### config.mk
export PLATFORM = sky130hd
export DESIGN_NAME = tcw_ctrl
export DESIGN_NICKNAME = d
export VERILOG_FILES = /design/src/rtl/core/tcw_pkg.sv /design/src/rtl/core/tcw_ctrl.sv
export SDC_FILE = /design/constraint.sdc
export NUM_CORES = 1
export LEC_CHECK = 0
export BUFFER_PORTS_ARGS = -buffer_cell sky130_fd_sc_hd__buf_2
export CORE_AREA = 2 2 39 41
export DETAILED_ROUTE_END_ITERATION = 8
export DIE_AREA = 0 0 41 43
export GPL_TIMING_DRIVEN = 1
export HOLD_SLACK_MARGIN = 0.03
export PLACE_DENSITY = 0.74
export SYNTH_ARGS = -nofsm -noshare
export SYNTH_HDL_FRONTEND = slang
export SYNTH_SLANG_ARGS = --single-unit
export TNS_END_PERCENT = 1
### constraint.sdc
create_clock -name clk -period 3.6 [get_ports clk]
set_input_delay 0.72 -clock clk [delete_from_list [all_inputs] [get_ports clk]]
set_output_delay 0.72 -clock clk [all_outputs]
set_load 0.05 [all_outputs]
### src/rtl/core/tcw_pkg.sv
// Shared types and constants for the text console writer.
package tcw_pkg;

    // Operation codes on func
    localparam logic [2:0] FN_PUT       = 3'd0;
    localparam logic [2:0] FN_BACKSPACE = 3'd1;
    localparam logic [2:0] FN_BLINK     = 3'd2;
    localparam logic [2:0] FN_CLEAR     = 3'd3;
    localparam logic [2:0] FN_READ      = 3'd4;

    // Character codes
    localparam logic [7:0] CH_NEWLINE        = 8'd10;
    localparam logic [7:0] CH_RETURN         = 8'd13;
    localparam logic [7:0] CH_SPACE          = 8'd32;
    localparam logic [7:0] CH_UNDERSCORE     = 8'd95;
    localparam logic [7:0] CH_LAST_PRINTABLE = 8'd127;

    // Configuration register indexes and reset values
    localparam logic       CFG_FG   = 1'b0;
    localparam logic       CFG_BG   = 1'b1;
    localparam logic [3:0] FG_RESET = 4'd15;
    localparam logic [3:0] BG_RESET = 4'd0;

    typedef enum logic [2:0] {
        ST_INIT,
        ST_IDLE,
        ST_BS2,
        ST_SWEEP,
        ST_DONE
    } tcw_state_t;

    // Character written at the cursor
    typedef enum logic [1:0] {
        CSEL_SPACE,
        CSEL_CODE,
        CSEL_BLINK
    } tcw_csel_t;

    typedef struct packed {
        logic      item_load;
        logic      wr_cur;
        tcw_csel_t csel;
        logic      cur_advance;
        logic      cur_newline;
        logic      col_clr;
        logic      col_dec;
        logic      blink_step;
        logic      sweep_start;
        logic      sweep_copy;
        logic      cursor_clr;
        logic      rd_issue;
    } tcw_cmd_t;

    typedef struct packed {
        logic col_first;
        logic col_last;
        logic row_last;
        logic blink_hit;
        logic sweep_busy;
    } tcw_stat_t;

endpackage

### src/rtl/core/tcw_ctrl.sv
// Controller state machine for the text console writer.
module tcw_ctrl (
    input  logic              clk,
    input  logic              rst_n,
    input  logic              start,
    input  logic [2:0]        func,
    input  logic [7:0]        char_code,
    input  tcw_pkg::tcw_stat_t stat,
    output tcw_pkg::tcw_cmd_t  cmd,
    output logic              busy,
    output logic              done
);

    tcw_pkg::tcw_state_t state_reg;
    tcw_pkg::tcw_state_t state_next;
    logic                printable;

    assign printable = (char_code >= tcw_pkg::CH_SPACE) &&
                       (char_code <= tcw_pkg::CH_LAST_PRINTABLE);

    always_ff @(posedge clk or negedge rst_n)
    begin
        if (!rst_n)
        begin
            state_reg <= tcw_pkg::ST_INIT;
        end
        else
        begin
            state_reg <= state_next;
        end
    end

    always_comb
    begin
        state_next = state_reg;
        cmd        = '0;
        cmd.csel   = tcw_pkg::CSEL_SPACE;
        unique case (state_reg)
            tcw_pkg::ST_INIT:
            begin
                if (!stat.sweep_busy)
                begin
                    state_next = tcw_pkg::ST_IDLE;
                end
            end
            tcw_pkg::ST_IDLE:
            begin
                if (start)
                begin
                    cmd.item_load = 1'b1;
                    state_next    = tcw_pkg::ST_DONE;
                    unique case (func)
                        tcw_pkg::FN_PUT:
                        begin
                            priority if (char_code == tcw_pkg::CH_NEWLINE)
                            begin
                                cmd.wr_cur      = 1'b1;
                                cmd.csel        = tcw_pkg::CSEL_SPACE;
                                cmd.cur_newline = 1'b1;
                                if (stat.row_last)
                                begin
                                    cmd.sweep_start = 1'b1;
                                    cmd.sweep_copy  = 1'b1;
                                    state_next      = tcw_pkg::ST_SWEEP;
                                end
                            end
                            else if (char_code == tcw_pkg::CH_RETURN)
                            begin
                                cmd.col_clr = 1'b1;
                            end
                            else if (printable)
                            begin
                                cmd.wr_cur      = 1'b1;
                                cmd.csel        = tcw_pkg::CSEL_CODE;
                                cmd.cur_advance = 1'b1;
                                if (stat.col_last && stat.row_last)
                                begin
                                    cmd.sweep_start = 1'b1;
                                    cmd.sweep_copy  = 1'b1;
                                    state_next      = tcw_pkg::ST_SWEEP;
                                end
                            end
                            else
                            begin
                                // other codes are dropped
                                cmd.item_load = 1'b1;
                            end
                        end
                        tcw_pkg::FN_BACKSPACE:
                        begin
                            if (!stat.col_first)
                            begin
                                cmd.wr_cur  = 1'b1;
                                cmd.csel    = tcw_pkg::CSEL_SPACE;
                                cmd.col_dec = 1'b1;
                                state_next  = tcw_pkg::ST_BS2;
                            end
                        end
                        tcw_pkg::FN_BLINK:
                        begin
                            cmd.blink_step = 1'b1;
                            if (stat.blink_hit)
                            begin
                                cmd.wr_cur = 1'b1;
                                cmd.csel   = tcw_pkg::CSEL_BLINK;
                            end
                        end
                        tcw_pkg::FN_CLEAR:
                        begin
                            cmd.cursor_clr  = 1'b1;
                            cmd.sweep_start = 1'b1;
                            cmd.sweep_copy  = 1'b0;
                            state_next      = tcw_pkg::ST_SWEEP;
                        end
                        tcw_pkg::FN_READ:
                        begin
                            cmd.rd_issue = 1'b1;
                        end
                        default:
                        begin
                            cmd.item_load = 1'b1;
                        end
                    endcase
                end
            end
            tcw_pkg::ST_BS2:
            begin
                cmd.wr_cur = 1'b1;
                cmd.csel   = tcw_pkg::CSEL_SPACE;
                state_next = tcw_pkg::ST_DONE;
            end
            tcw_pkg::ST_SWEEP:
            begin
                if (!stat.sweep_busy)
                begin
                    state_next = tcw_pkg::ST_DONE;
                end
            end
            tcw_pkg::ST_DONE:
            begin
                state_next = tcw_pkg::ST_IDLE;
            end
            default:
            begin
                state_next = tcw_pkg::ST_IDLE;
            end
        endcase
    end

    assign busy = (state_reg != tcw_pkg::ST_IDLE);
    assign done = (state_reg == tcw_pkg::ST_DONE);

endmodule

==> results by group <==
Global route
  – Grt total ovfl: 0
  – Largest net degree at the start of global routing: 9
  – Antenna violations before repair: 0
  – Vias in the first global route: 452
  – First-pass GRT wire length: 1.69 mm
  – Total track usage: 0.148

Clocking
  – CTS tree: done
  – CTS Root Cell: clkbuf_4
  – Buffer count from post-CTS setup fixing: 0
  – Clock sinks: 3
  – Cts hold-fix bufs: 0
  – Reg clk slew, reported paths: 40 ps
  – Maximum clock path buffer count: 2
  – # H-tree levels: 1
  – Clock Latency Late Sink: 240 ps
  – Cts bufs inserted: 3
  – Resized Gates After CTS: 0

Power
  – Seq pwr share: 0.200
  – Combinational power share: 0.598
  – Clock share of power: 0.202
  – Power Density: 500 nW/µm²
  – Sw Share: 0.509
  – Net switching power: 151 µW
  – P_int: 146 µW
  – Peak supply drop: 0.000171 V
  – Leakage power: 0.303 nW
  – Total power: 298 µW

Floorplanning
  – Die Area: 1760 µm²
  – Die Span Y: 43 µm
  – Die Wd: 41 µm
  – Top Ports: 34
  – Row cnt: 14
  – Initial Utilization: 0.273
  – Core area: 1380 µm²

Critical path
  – Critical path class: input port to primary output
  – Peak fanout along the critical path: 6
  – CP arrival: 2140 ps
  – Crit path required time: 2880 ps
  – Setup crit end kind: primary output
  – Critical Path Source Type: input port

Layout
  – Layout Nets: 106
  – Antenna diode count: 0
  – Commonest non-fill, non-tap cell in the layout: buf_2
  – Most frequent cells in the layout: 33 x buf_2, 7 x nor2_1, 6 x nand2_1
  – Largest register FFs: 3
  – Layout area overhead: 57.6%
  – Fillers: 143
  – Layout cell share with drive strength beyond 1: 0.535

STA
  – Fmax: 349 MHz
  – Relative slew slack: 0.779
  – Final Hold Fails: 0
  – Fin Hold WS: 273 ps
  – Setup Skew: 1.81 ps
  – Final setup viols: 0
  – Max Slew Vio Count: 0
  – Final period util: 0.796
  – Fin crit period: 2860 ps
  – Slew of the pin with the lowest slew margin: 329 ps
  – RSZ-0062 raised after global routing: false
  – Setup TNS: 0 ps

Drt
  – 1st-iter DRT viols: 6
  – Met2 Wirelength: 628 µm
  – DRC: 0
  – Top Layer Used: met4
  – Final WL: 1.15 mm
  – DR WL/cell: 11.2 µm
  – Via-per-instance ratio: 5.17
  – Met3 WL: 74 µm
  – M1 wire length: 414 µm
  – Detailed-route via count: 527
  – Pre-Repair DR Iteration Count: 4
  – Routed Antenna Nets: 0

Run status
  – Status: complete, no violations

Synth
  – Mapped Cells: 49
  – Post-synthesis cell type count: 31
  – Post-Syn Area: 378 µm²
  – Yosys warning total: 0
  – Syn nets: 68
  – Avg Inst Size Synth: 7.71 µm²
  – FF+latch count, synth: 3
  – Register area share after synthesis: 0.199

Place
  – Detail Placement HPWL: 957 µm
  – Routability congestion estimate: 0.672
  – IO Port Bufs: 33

Min path
  – Min-delay worst type: input port to asynchronous set/reset pin

Job
  – Max-Cap Viols: 0
## through the flow
stage | setup WS (ps) | cells | utilization | area [µm²]
5_1_grt | 612 | 102 | 0.430 | 596
3_3_place_gp | 773 | 98 | 0.411 | 569
4_1_cts | 731 | 102 | 0.430 | 596
3_5_place_dp | 731 | 98 | 0.411 | 569
6_report | 735 | 102 | 0.430 | 596
2_1_floorplan | 353 | 49 | - | 384
## logic make-up after synthesis
logic type,synth area share
buffers and inverters,0.0298
AO/OA/AOI/OAI,0.242
AND/OR/NAND/NOR,0.530
flip-flops,0.199
## cell type report
| class | count | area [µm²] | share of cell area |
|---|---|---|---|
| clock buffer | 4 | 26.3 | 0.0441 |
| inverter | 3 | 11.3 | 0.0189 |
| multi-input combinational | 43 | 298 | 0.500 |
| sequential | 3 | 75.1 | 0.126 |
| tap | 16 | 20.0 | 0.0336 |
| timing repair buffer | 33 | 165 | 0.277 |
## routing by layer
metal  vias to the layer above  GRT usage
li1                        262          -
met1                       238      0.125
met2                        23      0.266
met3                         4     0.0157
met4                         0      0.140
met5                         -          0
## power by group through the flow
stage          sequential, mW  clock (mW)  combinational, mW
2_1_floorplan          0.0555           0              0.137
3_3_place_gp           0.0591           0              0.175
3_5_place_dp           0.0599           0              0.177
4_1_cts                0.0599      0.0620              0.178
5_1_grt                0.0617      0.0659              0.192
6_report               0.0595      0.0602              0.178
## synth_stat cells
library cell / instances / area share
nor2b_4: 1 / 0.036
nand4_1: 1 / 0.017
nand3b_1: 1 / 0.020
a221oi_1: 1 / 0.023
or2_2: 1 / 0.017
and3_2: 1 / 0.020
nor3_1: 3 / 0.040
nand2_1: 6 / 0.060
or3_2: 1 / 0.020
or2b_2: 1 / 0.023
nor3b_1: 1 / 0.020
a211oi_4: 1 / 0.053
a311o_1: 1 / 0.026
o21ai_0: 2 / 0.026
and3_1: 1 / 0.017
inv_1: 3 / 0.030
and4bb_4: 1 / 0.043
nor2_1: 7 / 0.070
o21a_1: 1 / 0.020
o211ai_1: 1 / 0.020
a21oi_1: 1 / 0.013
and3_4: 1 / 0.030
or3b_2: 1 / 0.023
a22oi_1: 1 / 0.020
nand2b_1: 1 / 0.017
or4_1: 1 / 0.020
nor4b_1: 1 / 0.023
nor4_1: 1 / 0.017
dfrtp_1: 3 / 0.20
a22o_1: 1 / 0.023
a31oi_1: 1 / 0.017
## path summary, 6_finish.rpt
kind                                                from                       end  slack (ps)  cells past startpoint
min in group clk                state_reg[2]$_DFFE_PN0P_  state_reg[0]$_DFFE_PN0P_         550                      1
max in group asynchronous                          rst_n  state_reg[1]$_DFFE_PN0P_        3220                      1
worst min register to register  state_reg[2]$_DFFE_PN0P_  state_reg[0]$_DFFE_PN0P_         550                      1
worst max register to register  state_reg[0]$_DFFE_PN0P_  state_reg[0]$_DFFE_PN0P_        2000                      4
worst min-delay path                               rst_n  state_reg[0]$_DFFE_PN0P_         270                      1
worst max-delay path                               start                   cmd[11]         740                      6
## critical path, stage by stage
cell,delay (ps)
buf_2,90
and4bb_4,280
or2b_2,370
a221oi_1,260
a22o_1,170
buf_2,260
Power figures use the tool's default switching activity.
