<file path="src/rtl/core/tcw_pkg.sv">
// Shared types and constants for the text console writer.
package tcw_pkg;

    // Operation codes on func
    localparam logic [2:0] FN_PUT       = 3'd0;
    localparam logic [2:0] FN_BACKSPACE = 3'd1;
    localparam logic [2:0] FN_BLINK     = 3'd2;
    localparam logic [2:0] FN_CLEAR     = 3'd3;
    localparam logic [2:0] FN_READ      = 3'd4;

    // Character codes
    localparam logic [7:0] CH_NEWLINE        = 8'd10;
    localparam logic [7:0] CH_RETURN         = 8'd13;
    localparam logic [7:0] CH_SPACE          = 8'd32;
    localparam logic [7:0] CH_UNDERSCORE     = 8'd95;
    localparam logic [7:0] CH_LAST_PRINTABLE = 8'd127;

    // Configuration register indexes and reset values
    localparam logic       CFG_FG   = 1'b0;
    localparam logic       CFG_BG   = 1'b1;
    localparam logic [3:0] FG_RESET = 4'd15;
    localparam logic [3:0] BG_RESET = 4'd0;

    typedef enum logic [2:0] {
        ST_INIT,
        ST_IDLE,
        ST_BS2,
        ST_SWEEP,
        ST_DONE
    } tcw_state_t;

    // Character written at the cursor
    typedef enum logic [1:0] {
        CSEL_SPACE,
        CSEL_CODE,
        CSEL_BLINK
    } tcw_csel_t;

    typedef struct packed {
        logic      item_load;
        logic      wr_cur;
        tcw_csel_t csel;
        logic      cur_advance;
        logic      cur_newline;
        logic      col_clr;
        logic      col_dec;
        logic      blink_step;
        logic      sweep_start;
        logic      sweep_copy;
        logic      cursor_clr;
        logic      rd_issue;
    } tcw_cmd_t;

    typedef struct packed {
        logic col_first;
        logic col_last;
        logic row_last;
        logic blink_hit;
        logic sweep_busy;
    } tcw_stat_t;

endpackage

</file>
<file path="src/rtl/core/tcw_dp.sv">
// Datapath: cursor, blink, colors, buffer sweep and RAM port muxing.
module tcw_dp #(
    parameter int COLUMNS     = 80,
    parameter int ROWS        = 25,
    parameter int BLINK_TICKS = 50
) (
    input  logic                                clk,
    input  logic                                rst_n,
    input  tcw_pkg::tcw_cmd_t                   cmd,
    output tcw_pkg::tcw_stat_t                  stat,
    input  logic [7:0]                          char_code,
    input  logic [10:0]                         read_addr,
    input  logic                                cfg_we,
    input  logic                                cfg_addr,
    input  logic [3:0]                          cfg_wdata,
    output logic                                ram_we,
    output logic [$clog2(COLUMNS*ROWS)-1:0]     ram_waddr,
    output logic [15:0]                         ram_wdata,
    output logic                                ram_re,
    output logic [$clog2(COLUMNS*ROWS)-1:0]     ram_raddr,
    input  logic [15:0]                         ram_rdata,
    output logic [15:0]                         cell_data,
    output logic [6:0]                          cursor_col,
    output logic [4:0]                          cursor_row,
    output logic                                cursor_shown
);

    localparam int CELL_COUNT = COLUMNS * ROWS;
    localparam int KEEP_CELLS = CELL_COUNT - COLUMNS;
    localparam int AW         = $clog2(CELL_COUNT);
    localparam int CW         = $clog2(COLUMNS);
    localparam int RW         = $clog2(ROWS);
    localparam int BW         = $clog2(BLINK_TICKS + 1);

    logic [CW-1:0] col_reg,       col_next;
    logic [RW-1:0] row_reg,       row_next;
    logic [BW-1:0] blink_cnt_reg, blink_cnt_next;
    logic          phase_reg,     phase_next;
    logic [3:0]    fg_reg,        fg_next;
    logic [3:0]    bg_reg,        bg_next;
    logic          rd_sel_reg,    rd_sel_next;

    // sweep: read stage at ptr + COLUMNS, write stage at ptr in the cycle after
    logic          sweep_act_reg,  sweep_act_next;
    logic          sweep_copy_reg, sweep_copy_next;
    logic [AW-1:0] ptr_reg,        ptr_next;
    logic          pend_vld_reg,   pend_vld_next;
    logic          pend_ram_reg,   pend_ram_next;
    logic [AW-1:0] pend_addr_reg,  pend_addr_next;

    logic [AW-1:0] cur_idx;
    logic [31:0]   rd_ext;
    logic          rd_in_range;
    logic          ptr_keep;
    logic [7:0]    wr_char;

    assign cur_idx     = AW'(32'(row_reg) * COLUMNS + 32'(col_reg));
    assign rd_ext      = 32'(read_addr);
    assign rd_in_range = rd_ext < 32'(CELL_COUNT);
    assign ptr_keep    = ptr_reg < AW'(KEEP_CELLS);

    assign stat.col_first  = (col_reg == '0);
    assign stat.col_last   = (col_reg == CW'(COLUMNS - 1));
    assign stat.row_last   = (row_reg == RW'(ROWS - 1));
    assign stat.blink_hit  = (blink_cnt_reg == BW'(BLINK_TICKS - 1));
    assign stat.sweep_busy = sweep_act_reg | pend_vld_reg;

    always_comb
    begin
        col_next = col_reg;
        row_next = row_reg;
        priority if (cmd.cursor_clr)
        begin
            col_next = '0;
            row_next = '0;
        end
        else if (cmd.cur_newline)
        begin
            col_next = '0;
            if (!stat.row_last)
            begin
                row_next = row_reg + RW'(1);
            end
        end
        else if (cmd.cur_advance)
        begin
            if (stat.col_last)
            begin
                col_next = '0;
                if (!stat.row_last)
                begin
                    row_next = row_reg + RW'(1);
                end
            end
            else
            begin
                col_next = col_reg + CW'(1);
            end
        end
        else if (cmd.col_clr)
        begin
            col_next = '0;
        end
        else if (cmd.col_dec)
        begin
            col_next = col_reg - CW'(1);
        end
        else
        begin
            col_next = col_reg;
        end
    end

    always_comb
    begin
        blink_cnt_next = blink_cnt_reg;
        phase_next     = phase_reg;
        if (cmd.blink_step)
        begin
            if (stat.blink_hit)
            begin
                blink_cnt_next = '0;
                phase_next     = ~phase_reg;
            end
            else
            begin
                blink_cnt_next = blink_cnt_reg + BW'(1);
            end
        end
    end

    always_comb
    begin
        fg_next = fg_reg;
        bg_next = bg_reg;
        if (cfg_we)
        begin
            unique case (cfg_addr)
                tcw_pkg::CFG_FG: fg_next = cfg_wdata;
                tcw_pkg::CFG_BG: bg_next = cfg_wdata;
                default:         fg_next = fg_reg;
            endcase
        end
    end

    assign rd_sel_next = cmd.item_load ? (cmd.rd_issue & rd_in_range) : rd_sel_reg;

    always_comb
    begin
        sweep_act_next  = sweep_act_reg;
        sweep_copy_next = sweep_copy_reg;
        ptr_next        = ptr_reg;
        if (cmd.sweep_start)
        begin
            sweep_act_next  = 1'b1;
            sweep_copy_next = cmd.sweep_copy;
            ptr_next        = '0;
        end
        else if (sweep_act_reg)
        begin
            ptr_next = ptr_reg + AW'(1);
            if (ptr_reg == AW'(CELL_COUNT - 1))
            begin
                sweep_act_next = 1'b0;
            end
        end
        pend_vld_next  = sweep_act_reg;
        pend_addr_next = ptr_reg;
        pend_ram_next  = sweep_copy_reg & ptr_keep;
    end

    always_comb
    begin
        unique case (cmd.csel)
            tcw_pkg::CSEL_SPACE: wr_char = tcw_pkg::CH_SPACE;
            tcw_pkg::CSEL_CODE:  wr_char = char_code;
            tcw_pkg::CSEL_BLINK:
                wr_char = phase_reg ? tcw_pkg::CH_UNDERSCORE : tcw_pkg::CH_SPACE;
            default:             wr_char = tcw_pkg::CH_SPACE;
        endcase
    end

    // RAM ports: the sweep owns them while it runs
    always_comb
    begin
        if (pend_vld_reg)
        begin
            ram_we    = 1'b1;
            ram_waddr = pend_addr_reg;
            ram_wdata = pend_ram_reg ? ram_rdata : 16'h0000;
        end
        else
        begin
            ram_we    = cmd.wr_cur;
            ram_waddr = cur_idx;
            ram_wdata = {bg_reg, fg_reg, wr_char};
        end
        if (sweep_act_reg && sweep_copy_reg && ptr_keep)
        begin
            ram_re    = 1'b1;
            ram_raddr = ptr_reg + AW'(COLUMNS);
        end
        else
        begin
            ram_re    = cmd.rd_issue & rd_in_range;
            ram_raddr = rd_ext[AW-1:0];
        end
    end

    always_ff @(posedge clk or negedge rst_n)
    begin
        if (!rst_n)
        begin
            col_reg        <= '0;
            row_reg        <= '0;
            blink_cnt_reg  <= '0;
            phase_reg      <= 1'b0;
            fg_reg         <= tcw_pkg::FG_RESET;
            bg_reg         <= tcw_pkg::BG_RESET;
            rd_sel_reg     <= 1'b0;
            sweep_act_reg  <= 1'b1;   // clearing pass starts out of reset
            sweep_copy_reg <= 1'b0;
            ptr_reg        <= '0;
            pend_vld_reg   <= 1'b0;
            pend_ram_reg   <= 1'b0;
            pend_addr_reg  <= '0;
        end
        else
        begin
            col_reg        <= col_next;
            row_reg        <= row_next;
            blink_cnt_reg  <= blink_cnt_next;
            phase_reg      <= phase_next;
            fg_reg         <= fg_next;
            bg_reg         <= bg_next;
            rd_sel_reg     <= rd_sel_next;
            sweep_act_reg  <= sweep_act_next;
            sweep_copy_reg <= sweep_copy_next;
            ptr_reg        <= ptr_next;
            pend_vld_reg   <= pend_vld_next;
            pend_ram_reg   <= pend_ram_next;
            pend_addr_reg  <= pend_addr_next;
        end
    end

    assign cell_data    = rd_sel_reg ? ram_rdata : 16'h0000;
    assign cursor_col   = 7'(col_reg);
    assign cursor_row   = 5'(row_reg);
    assign cursor_shown = phase_reg;

endmodule

</file>
<file path="config.mk">
export PLATFORM = sky130hd
export DESIGN_NAME = tcw_dp
export DESIGN_NICKNAME = d
export VERILOG_FILES = /design/src/rtl/core/tcw_pkg.sv /design/src/rtl/core/tcw_dp.sv
export SDC_FILE = /design/constraint.sdc
export NUM_CORES = 1
export LEC_CHECK = 0
export CAP_MARGIN = 15
export CORE_ASPECT_RATIO = 0.9
export CORE_MARGIN = 3
export CORE_UTILIZATION = 47
export DETAILED_ROUTE_END_ITERATION = 8
export DONT_BUFFER_PORTS = 1
export MAX_ROUTING_LAYER = met4
export PLACE_DENSITY = 0.66
export SYNTH_ARGS = -nofsm -noshare
export SYNTH_HDL_FRONTEND = slang
export SYNTH_SLANG_ARGS = --single-unit
</file>
<file path="constraint.sdc">
create_clock -name clk -period 3.1 [get_ports clk]
set_input_delay 0.93 -clock clk [delete_from_list [all_inputs] [get_ports clk]]
set_output_delay 0.93 -clock clk [all_outputs]
set_load 0.01 [all_outputs]
</file>
==> results.py, run 1 <==
metrics = {
    "worst_setup_path": {
        "cp_common_cell": "ha_4",
        "worstPathMaxFanout": 2,
        "crit_arrival_ps": 2300,
        "slowest_delay_ps": 420,
        "critPathKind": "flop to output pin",
        "worst_path_max_delay_cell": "dfrtp_1",
        "cp_data_required_time_ps": 2170,
        "crit_chain": "ha_4 > ha_4 > fa_2 > xor2_2 > o2111ai_2 > xnor3_1 > mux2_4",
        "crit_path_start_kind": "flop",
        "cp-end-kind": "output pin",
    },
    "final_layout": {
        "final_cell_mix": "nand2_1 (51), dfrtp_1 (47), o21ai_0 (35), inv_1 (29), buf_4 (21)",
        "drive_gt1_share_pct": 17.1,
        "num_antenna_cells": 0,
        "syn2layout_area_growth_pct": 11.4,
        "fin_area_mm2": 0.00400,
        "fin_util_pct": 55.4,
        "nets": 498,
        "layout_commonest_cell": "nand2_1",
    },
    "global_route": {
        "grt_pass1_vias": 2655,
        "grt_pass1_wl_mm": 12.9,
        "grt_start_max_net_pins": 55,
        "overflow": 0,
        "gr-usage-all-layers_pct": 18.7,
        "grt_antenna_before_repair": 0,
    },
    "place": {
        "io_buffers": 0,
        "dpl_cell_area_mm2": 0.00376,
        "pre_cts_slack_ps": 44.7,
        "gp_congestion": 0.846,
        "place_hpwl_mm": 6.43,
    },
    "synthesis": {
        "ys_seq_elements": 54,
        "synth_edf_count": 0,
        "synth_cells": 410,
        "yosysSeqAreaShare_pct": 37.8,
        "synth_top_area_cell": "dfrtp_1",
        "syn-cell-area_mm2": 0.00359,
        "async_reset_ff_share_pct": 100,
        "yosys.area.top_type_share_pct": 34.1,
        "ys_warn_count": 0,
        "synth_nets": 489,
        "syn_area_per_cell_um2": 8.76,
        "synth_flop_cell": "dfrtp_1",
        "ys_types": 55,
        "synth_top_cells_by_area": "dfrtp_1 (34%), ha_1 (7.3%), o21ai_0 (5.4%)",
    },
    "die": {
        "die_w_um": 98.2,
        "placementRows": 29,
        "io_pins": 130,
        "design.core.area_mm2": 0.00722,
        "start_util_pct": 49.7,
        "die-height_um": 88.9,
        "dieArea_mm2": 0.00873,
    },
    "sta": {
        "fin_tns_setup_ps": -175,
        "setup_viol": 2,
        "slew_viol_final": 0,
        "relSlewSlack_pct": 62.6,
        "fin_ws_ps": -128,
        "hold_ws_ps": 304,
        "rsz0062_at_grt": "true",
        "report.final.hold_viol_count": 0,
        "min_period_over_period_pct": 104,
        "max_freq_mhz": 310,
        "clock_skew_ps": 10.7,
        "tightestPinTransition_ps": 562,
        "period_needed_ps": 3230,
    },
    "clock_network": {
        "cts_hold_buf": 0,
        "clockBufferDepth": 2,
        "tritoncts": "yes",
        "insertion_delay_ps": 300,
        "h-tree-depth": 2,
        "cts-root-buf": "clkbuf_8",
        "clk_pin_slew_ps": 100,
        "cts-buffers-inserted": 5,
        "cts.sinks": 54,
    },
    "route": {
        "routed_wl_mm": 8.39,
        "antenna_left": 0,
        "first_pass_iters": 4,
        "wl_per_cell_um": 16.4,
        "vias": 2947,
        "drt-initial-drc-count": 135,
        "drc_errors": 0,
        "avgViaCountPerCell": 5.74,
    },
    "hold_path": {
        "hold_class": "input pin to async pin",
    },
    "pwr": {
        "power.density_mw_per_mm2": 394,
        "ir_drop_mv": 0.267,
        "leakagePower_nw": 1.76,
    },
    "run_status": {
        "violations": "negative setup slack",
        "outcome": "complete, but fails checks",
    },
    "job": {
        "cap_violations": 0,
    },
}
==> kinds of logic after synthesis <==
kind of cell / after synthesis / synth area share (%)
and+or+nand+nor: 146 / 20.8
muxes: 18 / 5.50
DFF: 54 / 37.8
xor gates and xnor gates: 23 / 5.99
AOI/OAI and AO/OA: 96 / 16.0
buffers and inverters: 50 / 5.50
adders and majority gates: 23 / 8.43
==> what timing repair did <==
item                       in CTS  in global routing
pin swaps                       5                  6
cloned                          0                  0
buffers inserted                4                  3
gates resized for setup        10                 15
setup endpoints to repair       3                  4
==> worst paths after layout <==
check / startpoint / endpoint / slack [ps] / cells after the start
max in group asynchronous: rst_n / pend_vld_next / 2590 / 0
worst min register to register: pend_vld_next / pend_vld_reg / 500 / 0
worst min-delay path: rst_n / bg_reg[2] / 300 / 0
worst max register to register: cursor_col[1] / cursor_row[3] / 1210 / 5
worst max-delay path: cursor_row[3] / ram_waddr[10] / -130 / 7
min in group clk: pend_vld_next / pend_vld_reg / 500 / 0
==> area by class of cell <==
type / instances / area, um2
Fill cell: 640 / 3220
Multi-Input combinational cell: 306 / 2140
Sequential cell: 54 / 1360
Timing Repair Buffer: 23 / 180
Tap cell: 93 / 116
Inverter: 29 / 109
Clock buffer: 5 / 68.8
Clock inverter: 3 / 25.0
==> report_power, final <==
| part | switching [mW] | internal [mW] | total, mW | leakage [nW] |
|---|---|---|---|---|
| Combinational | 0.190 | 0.153 | 0.344 | 1.03 |
| Sequential | 0.0622 | 0.774 | 0.836 | 0.694 |
| Clock | 0.234 | 0.163 | 0.397 | 0.0447 |
==> through the flow <==
stage | power (mW) | cells
final | 1.58 | 513
after global routing | 1.68 | 513
after CTS | 1.59 | 511
after detailed placement | 1.18 | 500
after global placement | 1.17 | 500
after floorplan | 1.11 | 410
==> critical path: cells and delay by family (launching register included) <==
family          cells  cell delay, ps
fa+ha+maj           3             770
flops               1             420
xor+xnor            2             380
mux                 1             300
compound gates      1             140
==> synth_stat cells (3+ instances only) <==
cell type  count
xor2_1        10
or2_2          3
nand2_1       52
nand2b_1       6
a21o_1         4
a31oi_1        3
mux2i_1        4
inv_1         29
o21ai_1       10
mux2_2        13
xnor2_1       12
buf_2          5
or3_1          7
and2_1        18
o21ai_0       39
nand4_1        8
o22ai_1        3
a21oi_1       19
nor3_1         3
dfstp_2        5
dfrtp_1       49
clkbuf_1      14
ha_1          21
nor2b_1        3
nor4_1         3
nor2_1        20
nand3_1       11
==> layer usage <==
metal | up-vias | global-route usage (%) | wire length [um]
li1 | 1435 | - | -
met1 | 1398 | 23.3 | 3600
met2 | 109 | 31.9 | 4140
met3 | 5 | 4.06 | 571
met4 | 0 | 4.09 | 89
met5 | - | - | 0
(Power assumes the default switching activity.)
==> inputs of run 2 (changes only) <==
--- a/config.mk
+++ b/config.mk
@@ -12,7 +12,7 @@
 export DETAILED_ROUTE_END_ITERATION = 8
 export DONT_BUFFER_PORTS = 1
 export MAX_ROUTING_LAYER = met4
-export PLACE_DENSITY = 0.66
+export PLACE_DENSITY = 0.62
 export SYNTH_ARGS = -nofsm -noshare
 export SYNTH_HDL_FRONTEND = slang
 export SYNTH_SLANG_ARGS = --single-unit
==> results.py, run 2 (synthesized netlist as in run 1, its figures left out) <==
metrics = {
    "clock_network": {
        "insertion_delay_ps": 300,
        "cts.sinks": 54,
        "cts-buffers-inserted": 5,
        "cts_hold_buf": 0,
        "tritoncts": "yes",
        "h-tree-depth": 2,
        "cts-root-buf": "clkbuf_8",
        "clk_pin_slew_ps": 100,
        "clockBufferDepth": 2,
    },
    "place": {
        "place_hpwl_mm": 6.32,
        "gp_congestion": 0.850,
        "dpl_cell_area_mm2": 0.00376,
        "io_buffers": 0,
    },
    "hold_path": {
        "hold_class": "input pin to async pin",
    },
    "sta": {
        "setup_viol": 3,
        "relSlewSlack_pct": 65.6,
        "rsz0062_at_grt": "true",
        "fin_tns_setup_ps": -233,
        "period_needed_ps": 3230,
        "min_period_over_period_pct": 104,
        "max_freq_mhz": 310,
        "clock_skew_ps": 5.66,
        "fin_ws_ps": -130,
        "tightestPinTransition_ps": 515,
        "slew_viol_final": 0,
        "report.final.hold_viol_count": 0,
    },
    "die": {
        "die-height_um": 88.9,
        "start_util_pct": 49.7,
        "dieArea_mm2": 0.00873,
        "die_w_um": 98.2,
        "design.core.area_mm2": 0.00722,
        "placementRows": 29,
        "io_pins": 130,
    },
    "worst_setup_path": {
        "critPathKind": "flop to output pin",
        "worstPathMaxFanout": 2,
        "crit_arrival_ps": 2300,
        "crit_path_start_kind": "flop",
        "cp-end-kind": "output pin",
        "cp_data_required_time_ps": 2170,
    },
    "pwr": {
        "leakagePower_nw": 1.74,
        "ir_drop_mv": 0.370,
        "power.density_mw_per_mm2": 417,
    },
    "final_layout": {
        "drive_gt1_share_pct": 15.6,
        "fin_util_pct": 54.8,
        "regArea_mm2": 0.00136,
        "fillers": 690,
        "multi_input_area_mm2": 0.00212,
        "nets": 494,
        "syn2layout_area_growth_pct": 10.1,
        "layout_commonest_cell": "nand2_1",
        "fin_area_mm2": 0.00396,
        "num_antenna_cells": 0,
        "final_cell_mix": "nand2_1 (51), dfrtp_1 (48), o21ai_0 (37), inv_1 (29), nor2_1 (20)",
    },
    "global_route": {
        "grt_pass1_vias": 2646,
        "overflow": 0,
        "grt_start_max_net_pins": 55,
        "gr-usage-all-layers_pct": 19.0,
        "grt_pass1_wl_mm": 13.1,
        "grt_antenna_before_repair": 0,
    },
    "route": {
        "avgViaCountPerCell": 5.71,
        "drc_errors": 0,
        "vias": 2908,
        "drt-initial-drc-count": 129,
        "routed_wl_mm": 8.30,
        "antenna_left": 0,
        "first_pass_iters": 4,
        "wl_per_cell_um": 16.3,
    },
    "run_status": {
        "outcome": "complete, but fails checks",
        "violations": "negative setup slack",
    },
    "job": {
        "cap_violations": 0,
    },
}
==> run 2: cell count changes in the layout (fill, tap and decap cells not counted), moves of 2 or more <==
| cell | before | now |
|---|---|---|
| buf_4 | 21 | 19 |
| buf_6 | 2 | 0 |
| o21ai_1 | 13 | 11 |
| o21ai_0 | 35 | 37 |
| ha_1 | 16 | 18 |
==> run 2: worst paths after layout <==
path                            slack [ps]          endpoint  cells after the start           from
worst max-delay path                  -130     ram_waddr[10]                      6  cursor_row[3]
worst min-delay path                   310  blink_cnt_reg[2]                      0          rst_n
worst max register to register        1220     cursor_row[2]                      5  cursor_col[1]
worst min register to register         500         fg_reg[2]                      2      fg_reg[2]
max in group asynchronous             2600         fg_reg[1]                      0          rst_n
min in group clk                       500         fg_reg[2]                      2      fg_reg[2]
==> run 2: routing by layer <==
| layer | track usage [%] | wire length, um | share of wire (%) | vias to the layer above |
|---|---|---|---|---|
| met2 | 31.1 | 4050 | 49 | 96 |
| met1 | 24.8 | 3670 | 44 | 1380 |
| li1 | - | - | - | 1422 |
| met5 | - | 0 | 0 | - |
| met4 | 4.34 | 72 | 0.87 | 0 |
| met3 | 3.98 | 512 | 6.2 | 10 |
==> run 2: timing repair <==
action / 4_1_cts / 5_1_grt
resized for setup: 6 / 10
setup endpoints to repair: 3 / 4
cloned: 0 / 0
pin swaps: 5 / 4
buffers inserted: 1 / 0
==> run 2: power by group <==
group	switching [mW]	internal, mW
clock network	0.232	0.240
logic	0.189	0.153
registers	0.0618	0.774
==> run 2: metrics by stage <==
stage / std cells / worst slack [ps] / total power, mW / hold slack, ps
after floorplan: 410 / 38.7 / 1.11 / 349
after global placement: 500 / 81.1 / 1.17 / 477
after detailed placement: 500 / 55.5 / 1.18 / 486
after CTS: 509 / -180 / 1.66 / 296
after global routing: 509 / -224 / 1.75 / 282
final: 509 / -130 / 1.65 / 306
==> run 2: layout make-up <==
class	count	share of cell area, %
multi-input combinational	306	53.5
sequential	54	34.3
timing repair buffer	19	3.61
tap	93	2.94
inverter	29	2.75
clock buffer	5	1.74
clock inverter	3	1.14
==> run 2: worst max-delay path: stages (launching register included) <==
cell and delay, ps:
dfrtp_1 420, ha_4 250, ha_4 160, fa_2 560, o2111ai_2 120, xnor3_1 190, mux2_4 300
==> inputs of run 3 (changes only) <==
--- a/config.mk
+++ b/config.mk
@@ -7,7 +7,6 @@
 export LEC_CHECK = 0
 export CAP_MARGIN = 15
 export CORE_ASPECT_RATIO = 0.9
-export CORE_MARGIN = 3
 export CORE_UTILIZATION = 47
 export DETAILED_ROUTE_END_ITERATION = 8
 export DONT_BUFFER_PORTS = 1
==> results.py, run 3 (synthesized netlist as in run 1, its figures left out) <==
metrics = {
    "clock_network": {
        "cts_hold_buf": 0,
        "h-tree-depth": 2,
        "tritoncts": "yes",
        "clk_pin_slew_ps": 100,
        "cts.sinks": 54,
        "insertion_delay_ps": 310,
        "cts-buffers-inserted": 5,
        "clockBufferDepth": 2,
        "cts-root-buf": "clkbuf_8",
    },
    "sta": {
        "tightestPinTransition_ps": 534,
        "fin_tns_setup_ps": -238,
        "slew_viol_final": 0,
        "rsz0062_at_grt": "true",
        "report.final.hold_viol_count": 0,
        "fin_ws_ps": -156,
        "clock_skew_ps": 6.18,
        "relSlewSlack_pct": 64.1,
        "min_period_over_period_pct": 105,
        "max_freq_mhz": 307,
        "hold_ws_ps": 300,
        "period_needed_ps": 3260,
        "setup_viol": 2,
    },
    "die": {
        "dieArea_mm2": 0.00800,
        "die-height_um": 84.9,
        "placementRows": 29,
        "die_w_um": 94.2,
        "io_pins": 130,
        "start_util_pct": 49.7,
        "design.core.area_mm2": 0.00722,
    },
    "route": {
        "first_pass_iters": 4,
        "antenna_left": 0,
        "avgViaCountPerCell": 5.74,
        "drt-initial-drc-count": 111,
        "drc_errors": 0,
        "vias": 2923,
        "wl_per_cell_um": 16.1,
        "routed_wl_mm": 8.17,
    },
    "worst_setup_path": {
        "crit_path_start_kind": "flop",
        "cp_data_required_time_ps": 2170,
        "reg2reg_slack_ps": 1180,
        "cp-end-kind": "output pin",
        "crit_arrival_ps": 2330,
        "reg2reg_depth": 5,
        "worstPathMaxFanout": 2,
        "critPathKind": "flop to output pin",
    },
    "place": {
        "dp_cells": 499,
        "dpl_cell_area_mm2": 0.00375,
        "io_buffers": 0,
        "place_hpwl_mm": 6.20,
        "gp_congestion": 0.835,
    },
    "global_route": {
        "grt_pass1_wl_mm": 13.3,
        "grt_start_max_net_pins": 55,
        "grt_antenna_before_repair": 0,
        "gr-usage-all-layers_pct": 22.0,
        "overflow": 0,
        "grt_pass1_vias": 2773,
    },
    "pwr": {
        "ir_drop_mv": 0.272,
        "leakagePower_nw": 1.74,
        "power.density_mw_per_mm2": 420,
    },
    "hold_path": {
        "hold_class": "input pin to async pin",
    },
    "final_layout": {
        "nets": 494,
        "fillers": 674,
        "fin_area_mm2": 0.00394,
        "fin_cells": 509,
        "num_antenna_cells": 0,
        "layout_commonest_cell": "nand2_1",
        "final_cell_mix": "nand2_1 (52), dfrtp_1 (48), o21ai_0 (37), inv_1 (29), nor2_1 (20)",
        "syn2layout_area_growth_pct": 9.58,
        "drive_gt1_share_pct": 14.7,
    },
    "run_status": {
        "outcome": "complete, but fails checks",
        "violations": "negative setup slack",
    },
    "job": {
        "cap_violations": 0,
    },
}
## run 3: path summary, 6_finish.rpt
kind,start,endpoint
hold / removal,rst_n,blink_cnt_reg[5]
max in group asynchronous,rst_n,fg_reg[2]
min in group clk,fg_reg[0],fg_reg[0]
setup / recovery,cursor_row[3],ram_waddr[10]
setup reg to reg,cursor_col[1],cursor_row[2]
hold reg to reg,fg_reg[0],fg_reg[0]
## run 3: repair_timing
action	4_1_cts	5_1_grt
resized for setup	9	3
setup endpoints to repair	3	4
buffers inserted	2	1
pin swaps	5	2
## run 3: report_power, final
| part | internal [mW] | switching (mW) |
|---|---|---|
| registers | 0.774 | 0.0627 |
| logic | 0.151 | 0.190 |
| clock network | 0.240 | 0.234 |
| total | 1.17 | 0.487 |
## run 3: final cells by class
type                            instances  area [um2]  area share [%]
Multi-Input combinational cell        306        2100            53.2
Sequential cell                        54        1360            34.5
Timing Repair Buffer                   19         143            3.62
Tap cell                               93         116            2.96
Inverter                               29         109            2.77
Clock buffer                            5        68.8            1.75
Clock inverter                          3        45.0            1.14
## run 3: routing by layer
metal	track usage, %	up-vias	routed length, um
met5	-	-	0
met4	6.57	0	92
met3	5.56	6	479
met2	35.4	89	4030
met1	27.2	1397	3570
li1	-	1431	-
## run 3: worst max-delay path: stages, from the launching register on
cell and delay, ps:
dfrtp_1 420, ha_4 250, ha_4 160, fa_2 560, o2111ai_2 140, xnor3_1 200, mux2_4 290
## run 3: through the flow
stage / utilization (%) / power [mW] / worst slack (ps)
2_1_floorplan: - / 1.11 / 38.7
3_3_place_gp: 52.0 / 1.17 / 83.0
3_5_place_dp: 52.0 / 1.18 / 17.2
4_1_cts: 54.3 / 1.67 / -177
5_1_grt: 54.5 / 1.75 / -228
6_report: 54.5 / 1.65 / -156
